File: config.mk
export PLATFORM = sky130hd
export DESIGN_NAME = spi_status_poll_sequencer_core
export DESIGN_NICKNAME = d
export VERILOG_FILES = /design/src/rtl/core/ssps_pkg.sv /design/src/rtl/core/spi_status_poll_sequencer_core.sv
export SDC_FILE = /design/constraint.sdc
export NUM_CORES = 1
export LEC_CHECK = 0
export BUFFER_PORTS_ARGS = -buffer_cell sky130_fd_sc_hd__buf_4
export CAP_MARGIN = 25
export CORE_ASPECT_RATIO = 0.9
export CORE_MARGIN = 2
export CORE_UTILIZATION = 40
export DETAILED_ROUTE_END_ITERATION = 7
export PLACE_DENSITY = 0.56
export RECOVER_POWER = 100
export SYNTH_ARGS = -nofsm -noshare
export SYNTH_HDL_FRONTEND = slang
export SYNTH_SLANG_ARGS = --single-unit
File: constraint.sdc
create_clock -name clock -period 6.7 [get_ports clock]
set_clock_uncertainty 0.05 [all_clocks]
set_input_delay 0 -clock clock [delete_from_list [all_inputs] [get_ports clock]]
set_output_delay 0 -clock clock [all_outputs]
set_load 0.005 [all_outputs]
File: src/rtl/core/ssps_pkg.sv
// shared types and constants of the spi status poll sequencer
package ssps_pkg;

   localparam int MAX_COMPARE_BYTES_DEF = 8;

   localparam int CSR_INDEX_W = 3;
   localparam int CSR_DATA_W  = 64;
   localparam int TIME_W      = 32;
   localparam int RX_W        = 64;
   localparam int CMP_LEN_W   = 4;

   localparam logic [CSR_INDEX_W-1:0] CSR_POLL_MODE        = 3'd0;
   localparam logic [CSR_INDEX_W-1:0] CSR_COMPARE_LENGTH   = 3'd1;
   localparam logic [CSR_INDEX_W-1:0] CSR_MATCH_MASK       = 3'd2;
   localparam logic [CSR_INDEX_W-1:0] CSR_MATCH_VALUE      = 3'd3;
   localparam logic [CSR_INDEX_W-1:0] CSR_POLL_INTERVAL_US = 3'd4;
   localparam logic [CSR_INDEX_W-1:0] CSR_POLL_TIMEOUT_US  = 3'd5;

   localparam logic                 POLL_MODE_RST        = 1'b1;
   localparam logic [CMP_LEN_W-1:0] COMPARE_LENGTH_RST   = 4'd1;
   localparam logic [RX_W-1:0]      MATCH_MASK_RST       = 64'd0;
   localparam logic [RX_W-1:0]      MATCH_VALUE_RST      = 64'd0;
   localparam logic [TIME_W-1:0]    POLL_INTERVAL_US_RST = 32'd0;
   localparam logic [TIME_W-1:0]    POLL_TIMEOUT_US_RST  = 32'd1000000;

   typedef enum logic [1:0] {
      REQ_START    = 2'd0,
      REQ_TX_DONE  = 2'd1,
      REQ_RX_DONE  = 2'd2,
      REQ_TICK     = 2'd3
   } req_kind_type;

   typedef enum logic [2:0] {
      ACT_NONE = 3'd0,
      ACT_TX   = 3'd1,
      ACT_RX   = 3'd2,
      ACT_OK   = 3'd3,
      ACT_ERR  = 3'd4
   } action_type;

   typedef enum logic [1:0] {
      ST_OK      = 2'd0,
      ST_BUS     = 2'd1,
      ST_TIMEOUT = 2'd2
   } status_type;

   typedef enum logic [2:0] {
      PH_IDLE          = 3'd0,
      PH_WAIT_TX       = 3'd1,
      PH_WAIT_RX       = 3'd2,
      PH_WAIT_INTERVAL = 3'd3,
      PH_DONE          = 3'd4,
      PH_ERROR         = 3'd5
   } phase_type;

endpackage

File: src/rtl/core/spi_status_poll_sequencer_core.sv
// Sequences an spi command transmit followed by a single receive or by status polling
// until the masked received bytes match, a timeout passes or a bus error is reported.
// Each item produces exactly one result item. An accepted item is captured in an input
// register and evaluated against the sequencer state once the output register is free; the
// state updates in that same cycle while the result lands in an output register. One item
// is accepted every cycle while the result side keeps up; a stalled result holds the input
// register and then stalls the request side.
// There is no clearing pass after reset. Time differences wrap modulo 2^32.
module spi_status_poll_sequencer_core #(
   parameter int MAX_COMPARE_BYTES = ssps_pkg::MAX_COMPARE_BYTES_DEF
) (
   input  logic                               clock,
   input  logic                               reset,
   input  logic                               req_valid,
   output logic                               req_stall,
   input  logic [1:0]                         req_type,
   input  logic [ssps_pkg::TIME_W-1:0]        req_now_us,
   input  logic                               req_bus_error,
   input  logic [ssps_pkg::RX_W-1:0]          req_rx_data,
   output logic                               rsp_valid,
   input  logic                               rsp_stall,
   output logic [2:0]                         rsp_action,
   output logic [1:0]                         rsp_status,
   output logic [2:0]                         rsp_phase,
   output logic                               rsp_chip_select_n,
   input  logic                               csr_we,
   input  logic [ssps_pkg::CSR_INDEX_W-1:0]   csr_index,
   input  logic [ssps_pkg::CSR_DATA_W-1:0]    csr_wdata
);
   import ssps_pkg::*;

   // configuration
   logic                 poll_mode_ff;
   logic [CMP_LEN_W-1:0] compare_length_ff;
   logic [RX_W-1:0]      match_mask_ff;
   logic [RX_W-1:0]      match_value_ff;
   logic [TIME_W-1:0]    poll_interval_us_ff;
   logic [TIME_W-1:0]    poll_timeout_us_ff;

   // input register
   logic                 s1_valid_ff;
   req_kind_type         s1_type_ff;
   logic [TIME_W-1:0]    s1_now_ff;
   logic                 s1_berr_ff;
   logic [RX_W-1:0]      s1_rx_ff;

   // sequencer state
   phase_type            phase_ff,       phase_in;
   logic [TIME_W-1:0]    poll_begin_ff,  poll_begin_in;
   logic [TIME_W-1:0]    interval_start_ff, interval_start_in;
   logic                 poll_pending_ff, poll_pending_in;
   logic                 busy_ff,        busy_in;
   status_type           last_status_ff, last_status_in;
   action_type           action_in;

   // output register
   logic                 rsp_valid_ff;
   action_type           rsp_action_ff;
   status_type           rsp_status_ff;
   phase_type            rsp_phase_ff;
   logic                 rsp_cs_n_ff;

   logic                 out_free;
   logic                 s1_move;
   logic                 req_take;
   logic                 bytes_match;
   logic [TIME_W-1:0]    since_begin;
   logic [TIME_W-1:0]    since_interval;
   logic                 cs_n_in;

   assign out_free  = !rsp_valid_ff || !rsp_stall;
   assign s1_move   = s1_valid_ff && out_free;
   assign req_stall = s1_valid_ff && !out_free;
   assign req_take  = req_valid && !req_stall;

   always_ff @(posedge clock) begin
      if (reset) begin
         poll_mode_ff        <= POLL_MODE_RST;
         compare_length_ff   <= COMPARE_LENGTH_RST;
         match_mask_ff       <= MATCH_MASK_RST;
         match_value_ff      <= MATCH_VALUE_RST;
         poll_interval_us_ff <= POLL_INTERVAL_US_RST;
         poll_timeout_us_ff  <= POLL_TIMEOUT_US_RST;
      end else if (csr_we) begin
         case (csr_index)
            CSR_POLL_MODE:        poll_mode_ff        <= csr_wdata[0];
            CSR_COMPARE_LENGTH:   compare_length_ff   <= csr_wdata[CMP_LEN_W-1:0];
            CSR_MATCH_MASK:       match_mask_ff       <= csr_wdata;
            CSR_MATCH_VALUE:      match_value_ff      <= csr_wdata;
            CSR_POLL_INTERVAL_US: poll_interval_us_ff <= csr_wdata[TIME_W-1:0];
            CSR_POLL_TIMEOUT_US:  poll_timeout_us_ff  <= csr_wdata[TIME_W-1:0];
            default: ;
         endcase
      end
   end

   always_ff @(posedge clock) begin
      if (reset) begin
         s1_valid_ff <= 1'b0;
      end else if (req_take) begin
         s1_valid_ff <= 1'b1;
      end else if (s1_move) begin
         s1_valid_ff <= 1'b0;
      end
   end

   always_ff @(posedge clock) begin
      if (req_take) begin
         s1_type_ff <= req_kind_type'(req_type);
         s1_now_ff  <= req_now_us;
         s1_berr_ff <= req_bus_error;
         s1_rx_ff   <= req_rx_data;
      end
   end

   // masked compare over the saturated byte count
   always_comb begin
      bytes_match = 1'b1;
      for (int i = 0; i < MAX_COMPARE_BYTES; i++) begin
         if (CMP_LEN_W'(i) < compare_length_ff &&
             (s1_rx_ff[i*8 +: 8] & match_mask_ff[i*8 +: 8]) != match_value_ff[i*8 +: 8]) begin
            bytes_match = 1'b0;
         end
      end
   end

   assign since_begin    = s1_now_ff - poll_begin_ff;
   assign since_interval = s1_now_ff - interval_start_ff;

   always_comb begin
      phase_in          = phase_ff;
      poll_begin_in     = poll_begin_ff;
      interval_start_in = interval_start_ff;
      poll_pending_in   = poll_pending_ff;
      busy_in           = busy_ff;
      last_status_in    = last_status_ff;
      action_in         = ACT_NONE;
      case (s1_type_ff)
         REQ_START: begin
            if (!busy_ff) begin
               poll_begin_in   = s1_now_ff;
               busy_in         = 1'b1;
               poll_pending_in = 1'b0;
               last_status_in  = ST_OK;
               phase_in        = PH_WAIT_TX;
               action_in       = ACT_TX;
            end
         end
         REQ_TX_DONE: begin
            if (phase_ff == PH_WAIT_TX) begin
               if (s1_berr_ff) begin
                  last_status_in  = ST_BUS;
                  busy_in         = 1'b0;
                  poll_pending_in = 1'b0;
                  phase_in        = PH_ERROR;
                  action_in       = ACT_ERR;
               end else begin
                  phase_in  = PH_WAIT_RX;
                  action_in = ACT_RX;
               end
            end
         end
         REQ_RX_DONE: begin
            if (phase_ff == PH_WAIT_RX) begin
               if (s1_berr_ff) begin
                  last_status_in  = ST_BUS;
                  busy_in         = 1'b0;
                  poll_pending_in = 1'b0;
                  phase_in        = PH_ERROR;
                  action_in       = ACT_ERR;
               end else if (!poll_mode_ff || bytes_match) begin
                  last_status_in  = ST_OK;
                  busy_in         = 1'b0;
                  poll_pending_in = 1'b0;
                  phase_in        = PH_DONE;
                  action_in       = ACT_OK;
               end else if (since_begin <= poll_timeout_us_ff) begin
                  if (poll_interval_us_ff == '0) begin
                     action_in = ACT_RX;
                  end else begin
                     interval_start_in = s1_now_ff;
                     poll_pending_in   = 1'b1;
                     phase_in          = PH_WAIT_INTERVAL;
                  end
               end else begin
                  last_status_in  = ST_TIMEOUT;
                  busy_in         = 1'b0;
                  poll_pending_in = 1'b0;
                  phase_in        = PH_ERROR;
                  action_in       = ACT_ERR;
               end
            end
         end
         REQ_TICK: begin
            if (phase_ff == PH_WAIT_INTERVAL && busy_ff && poll_pending_ff &&
                since_interval >= poll_interval_us_ff) begin
               poll_pending_in   = 1'b0;
               interval_start_in = s1_now_ff;
               phase_in          = PH_WAIT_RX;
               action_in         = ACT_RX;
            end
         end
         default: ;
      endcase
   end

   assign cs_n_in = !(phase_in == PH_WAIT_TX || phase_in == PH_WAIT_RX ||
                      phase_in == PH_WAIT_INTERVAL);

   always_ff @(posedge clock) begin
      if (reset) begin
         phase_ff          <= PH_IDLE;
         poll_begin_ff     <= '0;
         interval_start_ff <= '0;
         poll_pending_ff   <= 1'b0;
         busy_ff           <= 1'b0;
         last_status_ff    <= ST_OK;
      end else if (s1_move) begin
         phase_ff          <= phase_in;
         poll_begin_ff     <= poll_begin_in;
         interval_start_ff <= interval_start_in;
         poll_pending_ff   <= poll_pending_in;
         busy_ff           <= busy_in;
         last_status_ff    <= last_status_in;
      end
   end

   always_ff @(posedge clock) begin
      if (reset) begin
         rsp_valid_ff <= 1'b0;
      end else if (out_free) begin
         rsp_valid_ff <= s1_valid_ff;
      end
   end

   always_ff @(posedge clock) begin
      if (s1_move) begin
         rsp_action_ff <= action_in;
         rsp_status_ff <= last_status_in;
         rsp_phase_ff  <= phase_in;
         rsp_cs_n_ff   <= cs_n_in;
      end
   end

   assign rsp_valid         = rsp_valid_ff;
   assign rsp_action        = rsp_action_ff;
   assign rsp_status        = rsp_status_ff;
   assign rsp_phase         = rsp_phase_ff;
   assign rsp_chip_select_n = rsp_cs_n_ff;

`ifndef SYNTHESIS
   // busy exactly while a transfer is under way
   a_busy_phase : assert property (@(posedge clock) disable iff (reset)
      busy_ff == (phase_ff == PH_WAIT_TX || phase_ff == PH_WAIT_RX ||
                  phase_ff == PH_WAIT_INTERVAL))
      else $error("busy flag out of step with phase");

   a_pending_phase : assert property (@(posedge clock) disable iff (reset)
      poll_pending_ff |-> phase_ff == PH_WAIT_INTERVAL)
      else $error("poll pending outside interval wait");

   // an idle start always opens a transfer in the next cycle
   a_start_opens : assert property (@(posedge clock) disable iff (reset)
      s1_move && s1_type_ff == REQ_START && !busy_ff |=>
         phase_ff == PH_WAIT_TX && rsp_valid_ff && rsp_action_ff == ACT_TX)
      else $error("start item did not open a transfer");

   // the request side stalls only behind a stalled result
   a_stall_cause : assert property (@(posedge clock) disable iff (reset)
      req_stall |-> rsp_valid_ff && rsp_stall && s1_valid_ff)
      else $error("request stalled without a held result");
`endif

endmodule
* Yosys cells after proc, flatten, opt, wreduce, memory -nomap -nowiden
Index checks and enable logic that the tools add are counted.
** Operators by class
- Add/sub/neg operators :: 2
- Magnitude comparators :: 10
- Equal/unequal tests :: 33
- Mux-type cells :: 60
- Bitwise logic cells :: 9
- Reductions and logical operators :: 40
** Operators with widths (count)
- $mux 32 :: 6
- $and 8x8->8 :: 8
- $ne 8x8->1 :: 8
- $pmux 32 s2 :: 1
- $sub 32x32->32 :: 2
- $mux 3 :: 15
- $ge 32x32->1 :: 1
- $le 32x32->1 :: 1
- $logic_not 32->1 :: 1
- $mux 1 :: 24
- $pmux 3 s4 :: 2
- $eq 3x2->1 const B :: 6
- $mux 2 :: 9
- $ne 2x2->1 const B :: 9
- $lt 3x4->1 const A :: 4
- $logic_and 1x1->1 :: 14
- $reduce_and 2->1 :: 6
- $eq 3x1->1 const B :: 3
- $lt 1x4->1 const A :: 2
- $lt 2x4->1 const A :: 2
- $reduce_and 8->1 :: 1
- $reduce_and 7->1 :: 1
- $eq 3x3->1 const B :: 2
- $logic_not 1->1 :: 6
- 15 further kinds :: 20
** Word-level totals
- Bits in registers :: 378
- Input port bits :: 171
- Output and inout bits :: 11
- Word-level logic and storage cells :: 176

* Logic depth before layout (Yosys ltp)
- Depth in word-level cells :: 20
- Mapped depth :: 26
- Mapped depth without buffers :: 25

* Least setup slack after synthesis
OpenSTA, ideal clock, no wires.
- Path kind :: register to register
- Start point :: register rsp_valid_ff, in the netlist rsp_valid
- End point :: register s1_berr_ff (enable)
- Setup time :: 569 ps
- Arrival time :: 4903 ps
- Setup slack :: 1178 ps
- Cell stages (with the launch flop) :: 3
- Path through :: dfxtp_1 > and3_1 > nor2b_1
** On the way
- Longest elaborated chain between the ends :: 6
** RTL lines
- from (decl) :: line spi_status_poll_sequencer_core.sv:57 : logic rsp_valid_ff;
- from (signal assigned) :: line spi_status_poll_sequencer_core.sv:232 : rsp_valid_ff <= s1_valid_ff;
- $logic_not 1->1 :: line spi_status_poll_sequencer_core.sv:71 : assign out_free = !rsp_valid_ff || !rsp_stall;
- $logic_or 1x1->1 :: line spi_status_poll_sequencer_core.sv:71
- $logic_not 1->1 :: line spi_status_poll_sequencer_core.sv:73 : assign req_stall = s1_valid_ff && !out_free;
- $logic_and 1x1->1 :: line spi_status_poll_sequencer_core.sv:73
- via req_stall :: line spi_status_poll_sequencer_core.sv:15 : output logic req_stall,
- $logic_not 1->1 :: line spi_status_poll_sequencer_core.sv:74 : assign req_take = req_valid && !req_stall;
- $logic_and 1x1->1 :: line spi_status_poll_sequencer_core.sv:74
- via req_take :: line spi_status_poll_sequencer_core.sv:65 : logic req_take;
- to (signal assigned) :: line spi_status_poll_sequencer_core.sv:111 : s1_berr_ff <= req_bus_error;
- to (decl) :: line spi_status_poll_sequencer_core.sv:44 : logic s1_berr_ff;
The timed path passes the listed nets, and every way through them passes these cells.
A chain may end at the register's enable or synchronous reset.

* Worst setup path after layout
- Start point :: register s1_now_ff[0]
- End point :: register interval_start_ff[26]
** On the way
- Longest elaborated chain between the ends :: 5
** RTL lines
- from (decl) :: line spi_status_poll_sequencer_core.sv:43 : logic [TIME_W-1:0] s1_now_ff;
- from (signal assigned) :: line spi_status_poll_sequencer_core.sv:110 : s1_now_ff <= req_now_us;
- $sub 32x32->32 :: line spi_status_poll_sequencer_core.sv:128 : assign since_interval = s1_now_ff - interval_start_ff;
- $ge 32x32->1 :: line spi_status_poll_sequencer_core.sv:196 : since_interval >= poll_interval_us_ff) begin
- $logic_and 1x1->1 :: line spi_status_poll_sequencer_core.sv:195 : if (phase_ff == PH_WAIT_INTERVAL && busy_ff && poll_pending_ff &&
- $ne 2x2->1 (no source line)
- $reduce_and 8->1 (no source line) (*)
- to (signal assigned) :: line spi_status_poll_sequencer_core.sv:221 : interval_start_ff <= interval_start_in;
- to (decl) :: line spi_status_poll_sequencer_core.sv:50 : logic [TIME_W-1:0] interval_start_ff, interval_start_in;
Every way passes the cells marked *; elsewhere a longest branch is shown, timed or not.

==> run summary <==
die span in x: 234 um
PwrDens: 234 mW/mm^2
Tcrit/Tclk final: 90.3%
total congestion overflow: 0
initial antenna violation count: 2
Synth async-reset ratio: 0%
drt drc: 0
Cells after DPL: 2934
worst-path fanout max: 32
most numerous cell in the Yosys netlist: nand2_1
share of cells above drive strength 1: 10.2%
number of port buffers: 181
post-synth cell types: 64
overall power: 5.63 mW
Main synth FF type: dfxtp_1
clk_lat worst skew: 580 ps
first-pass GRT wire length: 82800 um
Max-Cap Viols: 7
sequential fraction of the synthesis area: 45.4%
number of failing hold endpoints at the final stage: 0
Slew Limit Headroom: -187%
Routability Congestion: 0.873
utilization of the core after routing: 51.3%
CTS HTree Levels: 2
Final #Nets: 2837
Least-Margin Pin Slew: 4310 ps
Total Wirelength: 52400 um
First-pass DRT Iterations: 5
Final setup viols: 0
CORE AREA: 0.0468 mm^2
Final TNS setup: 0 ps
clock sinks: 378
Post-synth EDFFs: 108
Root Driver: clkbuf_16
vias in the first global route: 15.8k
CTS Buf Count: 43
die area: 0.0494 mm^2
initial DRC count: 971
crit end category: flip-flop
Synth Instances: 2210
RSZ-0062 raised after global routing: no
Setup Fix Bufs, Post-CTS: 0
Vias/cell: 5.16
clock tree buffer depth: 3
outcome: complete, but fails checks
drt wl/cell: 16.5 um
Post-DRT Antenna Nets: 0
largest net degree at the start of global routing: 123
critical path required time: 7080 ps
HP Class: in -> reg
Yosys reg bits: 378
Tot GR Track Use: 21.1%
Setup CP Type: reg -> reg
mapped cell area: 0.0191 mm^2
failing checks: max-capacitance violations, max-slew violations
VDD IR max: 0.000181 V
CP arrival: 6430 ps
max-slew violations: 330
fin crit period: 6050 ps
area leader, netlist: dfxtp_1
Mean Syn Cell Area: 8.62 um^2
DP HPWL: 36000 um
f_max: 165 MHz
Post-Syn Nets: 2514
Startpoint Class: flip-flop
area added between synthesis and finish: 26.2%
post-CTS sizing: 0
synth top area cells: dfxtp_1 28%, edfxtp_1 17%, nand2_1 10%
vias post-DR: 16.4k
Reg clk slew, reported paths: 60 ps
# rows: 75
Top Ports: 182
commonest cells in the netlist: 507 x nand2_1, 317 x a21oi_1, 270 x dfxtp_1
Initial Util: 40.7%
P_leak: 9.27 nW
Yosys top cell area share: 28.4%
Die Ht: 211 um
fin cells: 3187
TritonCTS clock tree: yes
synth warn: 0
-- worst max-delay path: stages (launching register included) --
cell      delay (ps)
edfxtp_1         390
inv_1             80
ha_1             220
fa_1             420
nor2b_1          170
o31ai_1          140
a21oi_1          230
o21ai_0          140
buf_4            170
o21bai_1         170
nand2_1          130
o21ai_0          210
o21ai_0          130
nor2b_1          150
xnor2_1          140
ha_1             280
nand4_1          140
nor4_1           590
nand2_1          230
or4_1            660
a211oi_1         430
o211ai_4         120
buf_12           220
mux2i_1          200
nor2_1            50
-- cells by family after synthesis --
logic type / Yosys count / share of synthesized area [%]
AOI/OAI and AO/OA: 546 / 17.1
xor gates and xnor gates: 71 / 3.26
adders and majority gates: 133 / 8.81
buffers and inverters: 234 / 4.73
DFF: 378 / 45.4
muxes: 36 / 1.89
and+or+nand+nor: 812 / 18.8
-- report_power, final --
| group | total [mW] | internal (mW) | leakage, nW | switching (mW) |
|---|---|---|---|---|
| Clock | 2.36 | 1.37 | 0.704 | 0.986 |
| Combinational | 0.791 | 0.366 | 5.33 | 0.425 |
| Sequential | 2.48 | 2.43 | 3.24 | 0.0499 |
-- through the flow --
stage	setup slack, ps	hold WS [ps]	cell area (um^2)
global route	78.9	71.7	24000
finish	650	57.7	24000
global placement	870	128	21000
CTS	720	35.8	24100
detailed placement	799	129	21000
floorplan	1180	48.9	19100
-- layout by cell type, fill, tap and decap left out, types with 39 or more instances in the layout --
cell	count
edfxtp_1	108
clkbuf_4	103
inv_1	147
a21oi_1	317
ha_1	131
dlygate4sd3_1	170
dfxtp_1	270
clkbuf_16	44
nand2_1	506
nor2_1	97
buf_4	73
o21ai_0	54
a21o_1	42
xnor2_1	39
-- timing repair --
action / 4_1_cts / 5_1_grt
hold buffers: 170 / 0
endpoints found under the setup margin: 0 / 0
endpoints found under the hold margin: 299 / 0
-- layer usage --
metal / GRT usage [%] / up-vias / part of all wire, %
met5: 0 / - / 0
met4: 5.63 / 0 / 2.1
met3: 3.39 / 73 / 4.5
met2: 35.3 / 341 / 47
met1: 28.2 / 7739 / 46
li1: - / 8280 / -
-- registers in the layout, summed over array words and instances, names as in the netlist, 2 cells and up --
register	cells
compare_length_ff	4
interval_start_ff	32
last_status_ff	2
match_mask_ff	64
match_value_ff	64
phase_ff	3
poll_begin_ff	32
poll_interval_us_ff	32
poll_timeout_us_ff	32
rsp_action	3
rsp_phase	3
rsp_status	2
s1_now_ff	32
s1_rx_ff	64
s1_type_ff	2
-- cell type report --
type	count	area [um^2]
multi-input combinational	1598	9530
antenna	3	7.51
inverter	148	556
tap	616	771
clock buffer	65	1280
sequential	378	8650
fill	4425	22800
clock inverter	15	135
timing repair buffer	364	3120
-- final timing paths --
path	start	endpoint	slack [ps]	depth (start not counted)
worst max register to register	s1_now_ff[0]	interval_start_ff[26]	650	24
worst min-delay path	reset	interval_start_ff[10]	60	2
worst max-delay path	s1_now_ff[0]	interval_start_ff[26]	650	24
worst min register to register	poll_begin_ff[23]	poll_begin_ff[23]	400	2
No activity file was read; power rests on OpenSTA's default activity.
